[src/rtl/lbfs_pkg.sv]
// Package: widths and constants for the load based frequency selector.
package lbfs_pkg;
	localparam int NUM_CORES_DEF   = 8;
	localparam int TABLE_DEPTH_DEF = 16;
	localparam int FREQ_W = 22;
	localparam int CNT_W  = 64;
	localparam int DELTA_W = 32;
	localparam int LOAD_W = 7;
	localparam int CFG_IDX_W = 2;
	localparam int CFG_DATA_W = 22;
	localparam logic [CFG_IDX_W-1:0] CFG_MIN_FREQ  = 2'd0;
	localparam logic [CFG_IDX_W-1:0] CFG_MAX_FREQ  = 2'd1;
	localparam logic [CFG_IDX_W-1:0] CFG_OWNER     = 2'd2;
	localparam logic [CFG_IDX_W-1:0] CFG_TABLE_LEN = 2'd3;
	localparam logic FUNC_SAMPLE = 1'b0;
	localparam logic FUNC_TABLE  = 1'b1;
	localparam logic [FREQ_W-1:0] FREQ_MAX = {FREQ_W{1'b1}};
	localparam int PCT = 100;

	typedef struct packed {
		logic                 func;
		logic [2:0]           core_index;
		logic [CNT_W-1:0]     wall_time_now;
		logic [CNT_W-1:0]     idle_time_now;
		logic                 core_enabled;
		logic                 round_last;
		logic [FREQ_W-1:0]    cur_freq_khz;
		logic [3:0]           table_index;
		logic [FREQ_W-1:0]    table_freq_khz;
		logic                 table_entry_valid;
	} lbfs_in_t;

	typedef struct packed {
		logic [FREQ_W-1:0] next_freq_khz;
		logic              change_request;
		logic [LOAD_W-1:0] peak_load;
	} lbfs_out_t;
endpackage

[src/rtl/lbfs_in_if.sv]
// Interface: sample and table write channel.
interface lbfs_in_if import lbfs_pkg::*; ();
	logic     valid;
	logic     ready;
	lbfs_in_t data;
	modport source (output valid, output data, input ready);
	modport sink   (input valid, input data, output ready);
endinterface

[src/rtl/lbfs_out_if.sv]
// Interface: frequency choice channel.
interface lbfs_out_if import lbfs_pkg::*; ();
	logic      valid;
	logic      ready;
	lbfs_out_t data;
	modport source (output valid, output data, input ready);
	modport sink   (input valid, input data, output ready);
endinterface

[src/rtl/load_based_frequency_selector.sv]
// Top level: load based frequency selector with bit-serial load division.
// Steps: a table write is stored on acceptance. A core sample then passes delta,
// divide setup, 39 restoring division steps and peak merge; a sample that forms
// no load passes delta and setup only. A last sample goes on to scale/clamp, a walk
// of up to TABLE_DEPTH table entries, pick and output before its result shows.
// One transaction at a time; reset (arst_n low) clears counters, peak, valid bits, config.
module load_based_frequency_selector
	import lbfs_pkg::*;
#(
	parameter int NUM_CORES   = NUM_CORES_DEF,
	parameter int TABLE_DEPTH = TABLE_DEPTH_DEF
) (
	input  logic                  clk,
	input  logic                  arst_n,
	lbfs_in_if.sink               in_ch,
	lbfs_out_if.source            out_ch,
	input  logic                  cfg_we,
	input  logic [CFG_IDX_W-1:0]  cfg_index,
	input  logic [CFG_DATA_W-1:0] cfg_data
);
	localparam int CORE_W = (NUM_CORES > 1) ? $clog2(NUM_CORES) : 1;
	localparam int TIDX_W = $clog2(TABLE_DEPTH);
	localparam int TCNT_W = $clog2(TABLE_DEPTH + 1);
	localparam int STEP_W = $clog2(DELTA_W + 1);
	localparam int RECIP_SH = FREQ_W + $clog2(PCT);
	localparam int RECIP_W  = FREQ_W + 1;
	localparam longint RECIP = ((64'd1 << RECIP_SH) + PCT - 1) / PCT;

	typedef enum logic [3:0] {
		ST_IDLE, ST_DELTA, ST_DIV, ST_PEAK, ST_SCALE, ST_CLAMP, ST_WALK,
		ST_PICK, ST_OUT
	} state_t;

	state_t state_q;
	logic [FREQ_W-1:0] min_q, max_q;
	logic [2:0]        owner_q;
	logic [4:0]        tlen_q;
	logic [CNT_W-1:0]  prev_wall_q [NUM_CORES];
	logic [CNT_W-1:0]  prev_idle_q [NUM_CORES];
	logic [FREQ_W-1:0] fstore_q [TABLE_DEPTH];
	logic [TABLE_DEPTH-1:0] fvalid_q;
	logic [LOAD_W-1:0] peak_q;
	lbfs_in_t          item_q;
	logic [DELTA_W-1:0] wall_q, busy_q;
	logic [DELTA_W+LOAD_W-1:0] num_q;
	logic [DELTA_W:0]  rem_q;
	logic [LOAD_W-1:0] quo_q;
	logic [STEP_W-1:0] step_q;
	logic              do_load_q;
	logic [FREQ_W-1:0] target_q, lower_q, upper_q, pick_q;
	logic              done_q, exact_q;
	logic [TCNT_W-1:0] walk_q;
	logic [TCNT_W-1:0] n_lim;
	logic [FREQ_W+RECIP_W-1:0] recip_prod;
	logic [FREQ_W-1:0] max_div;
	logic [FREQ_W-1:0] max_div_q;
	logic [FREQ_W+LOAD_W-1:0] prod;
	logic [FREQ_W-1:0] t_min;
	logic [DELTA_W:0]  rem_sh;
	logic [CORE_W-1:0] core_i;
	logic              core_ok;
	logic [FREQ_W-1:0] f_walk;
	lbfs_out_t         out_q;
	logic              out_valid_q;

	assign in_ch.ready  = (state_q == ST_IDLE) && !out_valid_q;
	assign out_ch.valid = out_valid_q;
	assign out_ch.data  = out_q;

	assign core_i  = CORE_W'(item_q.core_index);
	assign core_ok = ({29'd0, item_q.core_index} < 32'(NUM_CORES));
	assign n_lim   = (32'(tlen_q) > 32'(TABLE_DEPTH)) ? TCNT_W'(TABLE_DEPTH)
		: TCNT_W'(tlen_q);
	// max/100 by reciprocal multiplication, exact for every 22-bit value
	assign recip_prod = (FREQ_W+RECIP_W)'(max_q) * (FREQ_W+RECIP_W)'(RECIP);
	assign max_div = FREQ_W'(recip_prod >> RECIP_SH);
	assign prod    = (FREQ_W+LOAD_W)'(peak_q) * (FREQ_W+LOAD_W)'(max_div_q);
	assign t_min   = (FREQ_W'(prod) < min_q) ? min_q : FREQ_W'(prod);
	assign rem_sh  = {rem_q[DELTA_W-1:0], num_q[DELTA_W+LOAD_W-1]};
	assign f_walk  = fstore_q[walk_q[TIDX_W-1:0]];

	always_ff @(posedge clk or negedge arst_n) begin
		if (!arst_n) begin
			min_q <= '0;
			max_q <= FREQ_MAX;
			owner_q <= '0;
			tlen_q <= '0;
		end else if (cfg_we) begin
			unique case (cfg_index)
				CFG_MIN_FREQ:  min_q <= cfg_data;
				CFG_MAX_FREQ:  max_q <= cfg_data;
				CFG_OWNER:     owner_q <= cfg_data[2:0];
				CFG_TABLE_LEN: tlen_q <= cfg_data[4:0];
				default: ;
			endcase
		end
	end

	always_ff @(posedge clk or negedge arst_n) begin
		if (!arst_n)
			max_div_q <= FREQ_W'(FREQ_MAX / PCT);
		else
			max_div_q <= max_div;
	end

	always_ff @(posedge clk) begin
		if (state_q == ST_IDLE && in_ch.valid && in_ch.ready
				&& in_ch.data.func == FUNC_TABLE
				&& 32'(in_ch.data.table_index) < 32'(TABLE_DEPTH))
			fstore_q[TIDX_W'(in_ch.data.table_index)] <= in_ch.data.table_freq_khz;
	end

	always_ff @(posedge clk or negedge arst_n) begin
		if (!arst_n) begin
			state_q <= ST_IDLE;
			fvalid_q <= '0;
			peak_q <= '0;
			out_valid_q <= 1'b0;
			for (int i = 0; i < NUM_CORES; i++) begin
				prev_wall_q[i] <= '0;
				prev_idle_q[i] <= '0;
			end
		end else begin
			if (out_valid_q && out_ch.ready)
				out_valid_q <= 1'b0;
			unique case (state_q)
				ST_IDLE: begin
					if (in_ch.valid && in_ch.ready) begin
						item_q <= in_ch.data;
						if (in_ch.data.func == FUNC_TABLE) begin
							if (32'(in_ch.data.table_index) < 32'(TABLE_DEPTH))
								fvalid_q[TIDX_W'(in_ch.data.table_index)]
									<= in_ch.data.table_entry_valid;
						end else if (in_ch.data.cur_freq_khz == '0) begin
							if (in_ch.data.round_last)
								peak_q <= '0;
						end else begin
							state_q <= ST_DELTA;
						end
					end
				end
				ST_DELTA: begin
					// truncated deltas; owner counters update before skip test
					do_load_q <= item_q.core_enabled && core_ok &&
						(DELTA_W'(item_q.wall_time_now - prev_wall_q[core_i]) != '0) &&
						(DELTA_W'(item_q.wall_time_now - prev_wall_q[core_i]) >=
						DELTA_W'(item_q.idle_time_now - prev_idle_q[core_i]));
					if (item_q.core_enabled && core_ok) begin
						wall_q <= DELTA_W'(item_q.wall_time_now - prev_wall_q[core_i]);
						busy_q <= DELTA_W'(item_q.wall_time_now - prev_wall_q[core_i])
							- DELTA_W'(item_q.idle_time_now - prev_idle_q[core_i]);
						if ({29'd0, item_q.core_index} == {29'd0, owner_q}) begin
							prev_wall_q[core_i] <= item_q.wall_time_now;
							prev_idle_q[core_i] <= item_q.idle_time_now;
						end
					end
					state_q <= ST_PEAK;
					step_q <= '0;
				end
				ST_PEAK: begin
					// start the serial division of busy*100 by wall, or skip it when no load forms
					if (do_load_q) begin
						num_q <= (DELTA_W+LOAD_W)'(busy_q) * (DELTA_W+LOAD_W)'(PCT);
						rem_q <= '0;
						quo_q <= '0;
						step_q <= '0;
						do_load_q <= 1'b0;
						state_q <= ST_DIV;
					end else begin
						state_q <= item_q.round_last ? ST_SCALE : ST_IDLE;
					end
				end
				ST_DIV: begin
					// one quotient bit per cycle over DELTA_W+LOAD_W numerator bits
					num_q <= {num_q[DELTA_W+LOAD_W-2:0], 1'b0};
					if (rem_sh >= {1'b0, wall_q}) begin
						rem_q <= rem_sh - {1'b0, wall_q};
						quo_q <= {quo_q[LOAD_W-2:0], 1'b1};
					end else begin
						rem_q <= rem_sh;
						quo_q <= {quo_q[LOAD_W-2:0], 1'b0};
					end
					if (32'(step_q) == DELTA_W + LOAD_W - 1) begin
						state_q <= ST_CLAMP;
					end
					step_q <= step_q + 1'b1;
				end
				ST_CLAMP: begin
					// quotient done: merge into peak
					if (quo_q > peak_q)
						peak_q <= quo_q;
					state_q <= item_q.round_last ? ST_SCALE : ST_IDLE;
				end
				ST_SCALE: begin
					// min first, then max, so max wins on a crossed range
					target_q <= (t_min > max_q) ? max_q : t_min;
					lower_q <= '0;
					upper_q <= '0;
					done_q <= 1'b0;
					exact_q <= 1'b0;
					walk_q <= '0;
					state_q <= ST_WALK;
				end
				ST_WALK: begin
					if (walk_q >= n_lim || done_q) begin
						state_q <= ST_PICK;
					end else begin
						if (fvalid_q[walk_q[TIDX_W-1:0]]) begin
							if (f_walk == target_q) begin
								exact_q <= 1'b1;
								done_q <= 1'b1;
							end else if (f_walk < target_q) begin
								lower_q <= f_walk;
							end else begin
								upper_q <= f_walk;
								done_q <= 1'b1;
							end
						end
						walk_q <= walk_q + 1'b1;
					end
				end
				ST_PICK: begin
					if (exact_q)
						pick_q <= target_q;
					else if (item_q.cur_freq_khz >= lower_q
							&& item_q.cur_freq_khz <= upper_q)
						pick_q <= item_q.cur_freq_khz;
					else
						pick_q <= upper_q;
					state_q <= ST_OUT;
				end
				ST_OUT: begin
					out_q.next_freq_khz <= pick_q;
					out_q.change_request <= (pick_q != item_q.cur_freq_khz)
						&& (pick_q != '0);
					out_q.peak_load <= peak_q;
					out_valid_q <= 1'b1;
					peak_q <= '0;
					state_q <= ST_IDLE;
				end
				default: state_q <= ST_IDLE;
			endcase
		end
	end
endmodule

[src/flat_wrapper.sv]
// flat-port wrapper written by rule: the top's interface ports become plain ports
module load_based_frequency_selector_flat import lbfs_pkg::*;
#(
	parameter int NUM_CORES   = NUM_CORES_DEF,
	parameter int TABLE_DEPTH = TABLE_DEPTH_DEF
)
  (clk, arst_n, cfg_we, cfg_index, cfg_data, in_ch_valid, in_ch_data, in_ch_ready, out_ch_valid, out_ch_data, out_ch_ready);
  lbfs_in_if in_ch_i ();
  lbfs_out_if out_ch_i ();
  input  logic clk;
  input  logic arst_n;
  input  logic cfg_we;
  input  logic [CFG_IDX_W-1:0] cfg_index;
  input  logic [CFG_DATA_W-1:0] cfg_data;
  input wire logic [$bits(in_ch_i.valid)-1:0] in_ch_valid;
  input wire logic [$bits(in_ch_i.data)-1:0] in_ch_data;
  output wire logic [$bits(in_ch_i.ready)-1:0] in_ch_ready;
  output wire logic [$bits(out_ch_i.valid)-1:0] out_ch_valid;
  output wire logic [$bits(out_ch_i.data)-1:0] out_ch_data;
  input wire logic [$bits(out_ch_i.ready)-1:0] out_ch_ready;
  assign in_ch_i.valid = in_ch_valid;
  assign in_ch_i.data = in_ch_data;
  assign in_ch_ready = in_ch_i.ready;
  assign out_ch_valid = out_ch_i.valid;
  assign out_ch_data = out_ch_i.data;
  assign out_ch_i.ready = out_ch_ready;
  load_based_frequency_selector #(.NUM_CORES(NUM_CORES), .TABLE_DEPTH(TABLE_DEPTH)) u_core (.clk(clk), .arst_n(arst_n), .in_ch(in_ch_i), .out_ch(out_ch_i), .cfg_we(cfg_we), .cfg_index(cfg_index), .cfg_data(cfg_data));
endmodule
[config.mk]
export PLATFORM = sky130hd
export DESIGN_NAME = load_based_frequency_selector_flat
export DESIGN_NICKNAME = d
export VERILOG_FILES = /design/src/rtl/lbfs_pkg.sv /design/src/rtl/lbfs_in_if.sv /design/src/rtl/lbfs_out_if.sv /design/src/rtl/load_based_frequency_selector.sv /design/src/flat_wrapper.sv
export SDC_FILE = /design/constraint.sdc
export NUM_CORES = 2
export LEC_CHECK = 0
export BUFFER_PORTS_ARGS = -buffer_cell sky130_fd_sc_hd__buf_2
export CORE_AREA = 2 2 416 418
export DETAILED_ROUTE_END_ITERATION = 10
export DIE_AREA = 0 0 418 420
export PLACE_DENSITY_LB_ADDON = 0.2
export SYNTH_ARGS = -nofsm -noshare
export SYNTH_HDL_FRONTEND = slang
export SYNTH_SLANG_ARGS = --single-unit
export TNS_END_PERCENT = 20
[constraint.sdc]
create_clock -name clk -period 11.25 [get_ports clk]
set_input_delay 1.125 -clock clk [delete_from_list [all_inputs] [get_ports clk]]
set_output_delay 1.125 -clock clk [all_outputs]
set_load 0.03 [all_outputs]
After elaboration in Yosys (flattened, before gate mapping)
Memories as Yosys holds them, arrays and structs flattened. A register that Yosys moved wholly into a read port is not among the register bits.
Index checks and enable logic that the tools add are counted.
Storage, ports and cells
  register bits: 1549
  bits in latches: 0
  memory bits (writable): 352
  ROM bits: 0
  input port bits: 212
  output and inout bits: 32
  logic and storage cells: 222
  memories kept: 1
Memory list
  u_core.fstore_q: words 16, width 22, rd ports 1, clocked after memory_dff 1, wr ports 1, line load_based_frequency_selector.sv:40  | logic [FREQ_W-1:0] fstore_q [TABLE_DEPTH];
Operators by class
  add/subtract/negate cells: 6
  multiply operators: 3
  div/mod/pow operators: 0
  order comparisons: 15
  eq/ne operators: 31
  shift operators: 0
  muxes and demuxes: 71
  bitwise gates (word level): 1
  reductions and logical operators: 46
Operators with widths (number)
  $bwmux W512: 2
  $bmux W64 S3: 2
  $mux W22: 12
  $demux W64 S3: 1
  $mux W32: 6
  $sub A32 B32 Y32: 4
  $pmux W22 S2: 2
  $pmux W39 S2: 1
  $mux W64: 1
  $pmux W32 S2: 1
  $lt A22 B22 Y1: 2
  $mul A22 B22 Y44 const B: 1
  $mux W7: 6
  $mux W39: 1
  $mul A32 B5 Y37 const B: 1
  $ge A33 B32 Y1: 1
  $ge A32 B32 Y1: 1
  $pmux W4 S8: 1
  $reduce_bool A32 Y1: 1
  $mux W4: 7
  $eq A22 B22 Y1: 1
  $ge A22 B22 Y1: 1
  $gt A22 B22 Y1: 1
  $le A22 B22 Y1: 1
  other kinds (48): 115

Logic depth before layout (Yosys ltp)
  depth in word-level cells: 9
  gate-level depth with buffers: 40
  mapped depth without buffers: 37

Worst setup path before layout
No wires, ideal clock.
  kind: flip-flop to flip-flop
  start point: register u_core.peak_q[6]
  end point: register u_core.target_q[12] (data pin)
  library setup time: 260 ps
  arrival: 8706 ps
  required time: 10990 ps
  slack: 2284 ps
  stages on the path, launching flop included: 37
  path buffers: 3
  clock period less this slack: 8966 ps
  cells stage by stage: dfrtp_1 clkbuf_1 and2_1 fa_1 fa_1 fa_1 inv_1 fa_1 inv_1 ha_1 o21ai_0 o311ai_0 o211ai_1 o22a_1 nand2b_1 xor2_1 ha_1 a21o_1 a21o_1 a21o_1 a21o_1 a21o_1 a21o_1 a221oi_2 buf_2 mux2_2 ha_1 a21o_1 a21o_1 a21oi_1 o21ai_0 a221oi_1 o21ai_0 nand2b_1 a21oi_1 clkbuf_1 mux2_2
On the way
  longest elaborated chain between the ends: 5
Ends and longest elaborated chain
  start: declaration: line load_based_frequency_selector.sv:42  | logic [LOAD_W-1:0] peak_q;
  start signal: assignment: line load_based_frequency_selector.sv:191  | peak_q <= quo_q;
  $mul A7 B16 Y22 *: line load_based_frequency_selector.sv:77  | assign prod = (FREQ_W+LOAD_W)'(peak_q) * (FREQ_W+LOAD_W)'(max_div_q);
  $lt A22 B22 Y1: line load_based_frequency_selector.sv:78  | assign t_min = (FREQ_W'(prod) < min_q) ? min_q : FREQ_W'(prod);
  $mux W22 *: line load_based_frequency_selector.sv:78
  $gt A22 B22 Y1: line load_based_frequency_selector.sv:196  | target_q <= (t_min > max_q) ? max_q : t_min;
  $mux W22 *: line load_based_frequency_selector.sv:196
  end signal: assignment: line load_based_frequency_selector.sv:196
  end: declaration: line load_based_frequency_selector.sv:50  | logic [FREQ_W-1:0] target_q, lower_q, upper_q, pick_q;
Every way passes the cells marked *; elsewhere a longest branch is shown, timed or not.
A chain may end at the register's enable or synchronous reset.

Worst setup path after layout
  start point: register u_core.peak_q[5]
  end point: register u_core.target_q[11] (data pin)
The elaborated chain is that of the path after synthesis.

==> out/qor.yml <==
synth:
  yosysWarnings: 0
  synth.avg_cell_area_um2: 12.8
  synth-edff-count: 715
  async_flop_share_pct: 45.8
  ys.flop_type: "edfxtp_1"
  syn_nets: 7095
  synth-seq-cells: 1327
  ys_top_cells_by_area: "edfxtp_1 (28%), dfrtp_1 (19%), ha_1 (10%)"
  synth_cell_types: 81
  synth_largest_area_cell: "edfxtp_1"
  synthCells: 5980
  synth_top_area_share_pct: 28.0
  synth_area_um2: 76600
  ys_seq_area_share_pct: 48.0
sta:
  skew_ns: 0.0338
  period_needed_ns: 9.98
  tightest_slew_ns: 1.24
  fmaxAchievable_ghz: 0.100
  maxSlewViolCount: 0
  finalCritPeriodShare_pct: 88.7
  setup_viol: 0
  hold_viol: 0
  tns_ns: 0
  relSlewSlack_pct: 17.1
  rsz0062_at_grt: "false"
setup_path:
  cp_data_required_time_ns: 11.81
  critPathKind: "reg2reg"
  cp_slowest_cell: "dfrtp_1"
  crit_buf_inv: 3
  critPathMaxFanout: 18
  crit_family: "compound AO/OA/AOI/OAI gates"
  critPathMaxStageDelay_ns: 0.70
  startpoint_type: "flip-flop"
  cp.arrival_ns: 10.54
  cp-end-kind: "flip-flop"
  cpMostUsedCell: "a21o_1"
clocking:
  cts_buffer_depth: 3
  clk_pin_slew_worst_paths_ns: 0.07
  cts-root-buf: "clkbuf_16"
  htreeDepth: 4
  post_cts_buffers: 0
  ctsHoldBuffers: 0
  clock_latency_ns: 0.80
  cts_made_buffers: 150
  clkSinkCount: 1327
  cts_tree: "done"
  ctsResizeCount: 0
detailed_routing:
  drc: 0
  vias: 48500
  vias_per_cell: 5.68
  first_pass_iters: 5
  drtIter0Drc: 3655
  routed_wl_um: 204000
  wl_per_cell_um: 23.9
  drtAntennaViolNets: 0
status:
  status: "complete, no violations"
floorplan:
  start_util_pct: 44.8
  coreArea_um2: 171000
  die_w_um: 418
  fp.dieArea_um2: 176000
  io_pins: 244
  row_count: 152
  die_h_um: 420
placement:
  hpwlAfterDp_um: 140000
  io_buffers: 179
  gp_congestion: 0.915
global_route:
  overflow: 0
  grt_pass1_vias: 49600
  antenna_found_initial: 8
  grt_pass1_wl_um: 311000
  grt_max_degree: 172
  track_usage_pct: 23.4
final_layout:
  nets: 7283
  area_growth_pct: 11.5
  layout-drive-gt1-share_pct: 20.6
flow_run:
  drv_cap: 0
hold_path:
  hold_class: "in2async"
==> metrics by stage <==
| stage | worst slack [ns] | instances | hold WS [ns] | instance area (µm²) | utilization, % |
|---|---|---|---|---|---|
| detailed placement | 1.27 | 8249 | 0.471 | 80300 | 47.0 |
| global route | 0.598 | 8530 | 0.290 | 85400 | 50.0 |
| CTS | 1.23 | 8529 | 0.272 | 85400 | 50.0 |
| global placement | 1.33 | 8249 | 0.464 | 80300 | 47.0 |
| floorplan | 2.28 | 5980 | 0.449 | 76600 | - |
| finish | 1.27 | 8534 | 0.269 | 85400 | 50.0 |
==> cell type report <==
type	count	area [µm²]
Inverter	608	2280
Tap cell	2233	2790
Clock buffer	197	4150
Sequential cell	1327	36800
Timing Repair Buffer	246	1460
Antenna cell	5	12.5
Fill cell	14900	85500
Multi-Input combinational cell	3835	37000
Clock inverter	83	958
==> state kept, by name, summed over array words and instances (netlist names), 22 cells and up, named ones only <==
register / count
u_core.fstore_q: 352
u_core.prev_idle_q: 256
u_core.prev_wall_q: 256
u_core.item_q: 88
u_core.num_q: 37
u_core.busy_q: 32
u_core.rem_q: 32
u_core.wall_q: 32
u_core.out_ch.data: 30
u_core.lower_q: 22
u_core.max_q: 22
u_core.min_q: 22
u_core.pick_q: 22
u_core.target_q: 22
u_core.upper_q: 22
==> metal layers <==
metal / track usage [%] / wire length (µm) / vias up
met2: 37.5 / 94500 / 1162
met3: 3.21 / 9760 / 303
met1: 32.8 / 92500 / 24800
met4: 7.78 / 6790 / 10
li1: - / - / 22200
met5: 0 / 62 / -
==> synth_stat cells (all sizes together), types with 61 or more instances <==
master  count
a21o      151
a21oi     197
a22oi     256
and2       83
and4       67
clkbuf    181
dfrtp     576
edfxtp    715
fa        277
ha        626
inv       608
mux2      586
mux2i      61
mux4      115
nand2     263
nor2      199
o21ai     179
xnor2     137
xor2       65
==> cell families after synthesis <==
logic type               share of synthesized area, %
AO/OA/AOI/OAI                                    9.09
XOR/XNOR                                         2.32
adder cells (fa/ha/maj)                          17.5
buffers and inverters                            4.02
flip-flops                                       48.0
multiplexers                                     12.8
AND/OR/NAND/NOR                                  6.29
==> final timing paths <==
path / start / end / slack, ns / depth (start not counted)
min reg2reg: u_core.prev_idle_q[0]$_DFFE_PN0P_ / u_core.prev_idle_q[0]$_DFFE_PN0P_ / 0.48 / 2
min in group clk: u_core.prev_idle_q[0]$_DFFE_PN0P_ / u_core.prev_idle_q[0]$_DFFE_PN0P_ / 0.48 / 2
max in group asynchronous: arst_n / u_core.prev_wall_q[67]$_DFFE_PN0P_ / 7.88 / 4
min: arst_n / u_core.min_q[19]$_DFFE_PN0P_ / 0.27 / 1
max: u_core.peak_q[5]$_DFFE_PN0P_ / u_core.target_q[11]$_DFFE_PP_ / 1.27 / 34
max reg2reg: u_core.peak_q[5]$_DFFE_PN0P_ / u_core.target_q[11]$_DFFE_PP_ / 1.27 / 34
==> layout by cell type, fill, tap and decap left out, drive strengths merged, types with 34 or more instances in the layout <==
cell / count
edfxtp: 715
ha: 626
inv: 616
mux2: 586
dfrtp: 576
fa: 277
nand2: 263
a22oi: 256
buf: 246
nor2: 199
a21oi: 197
clkbuf: 197
o21ai: 179
a21o: 151
xnor2: 137
mux4: 115
and2: 83
and4: 67
xor2: 65
mux2i: 61
clkinv: 55
nor3: 53
nand4: 48
and3: 47
nand3: 45
o21bai: 34
Power is not shown: default switching activity piles up to over one toggle a cycle in this logic, so the estimate is an artifact.
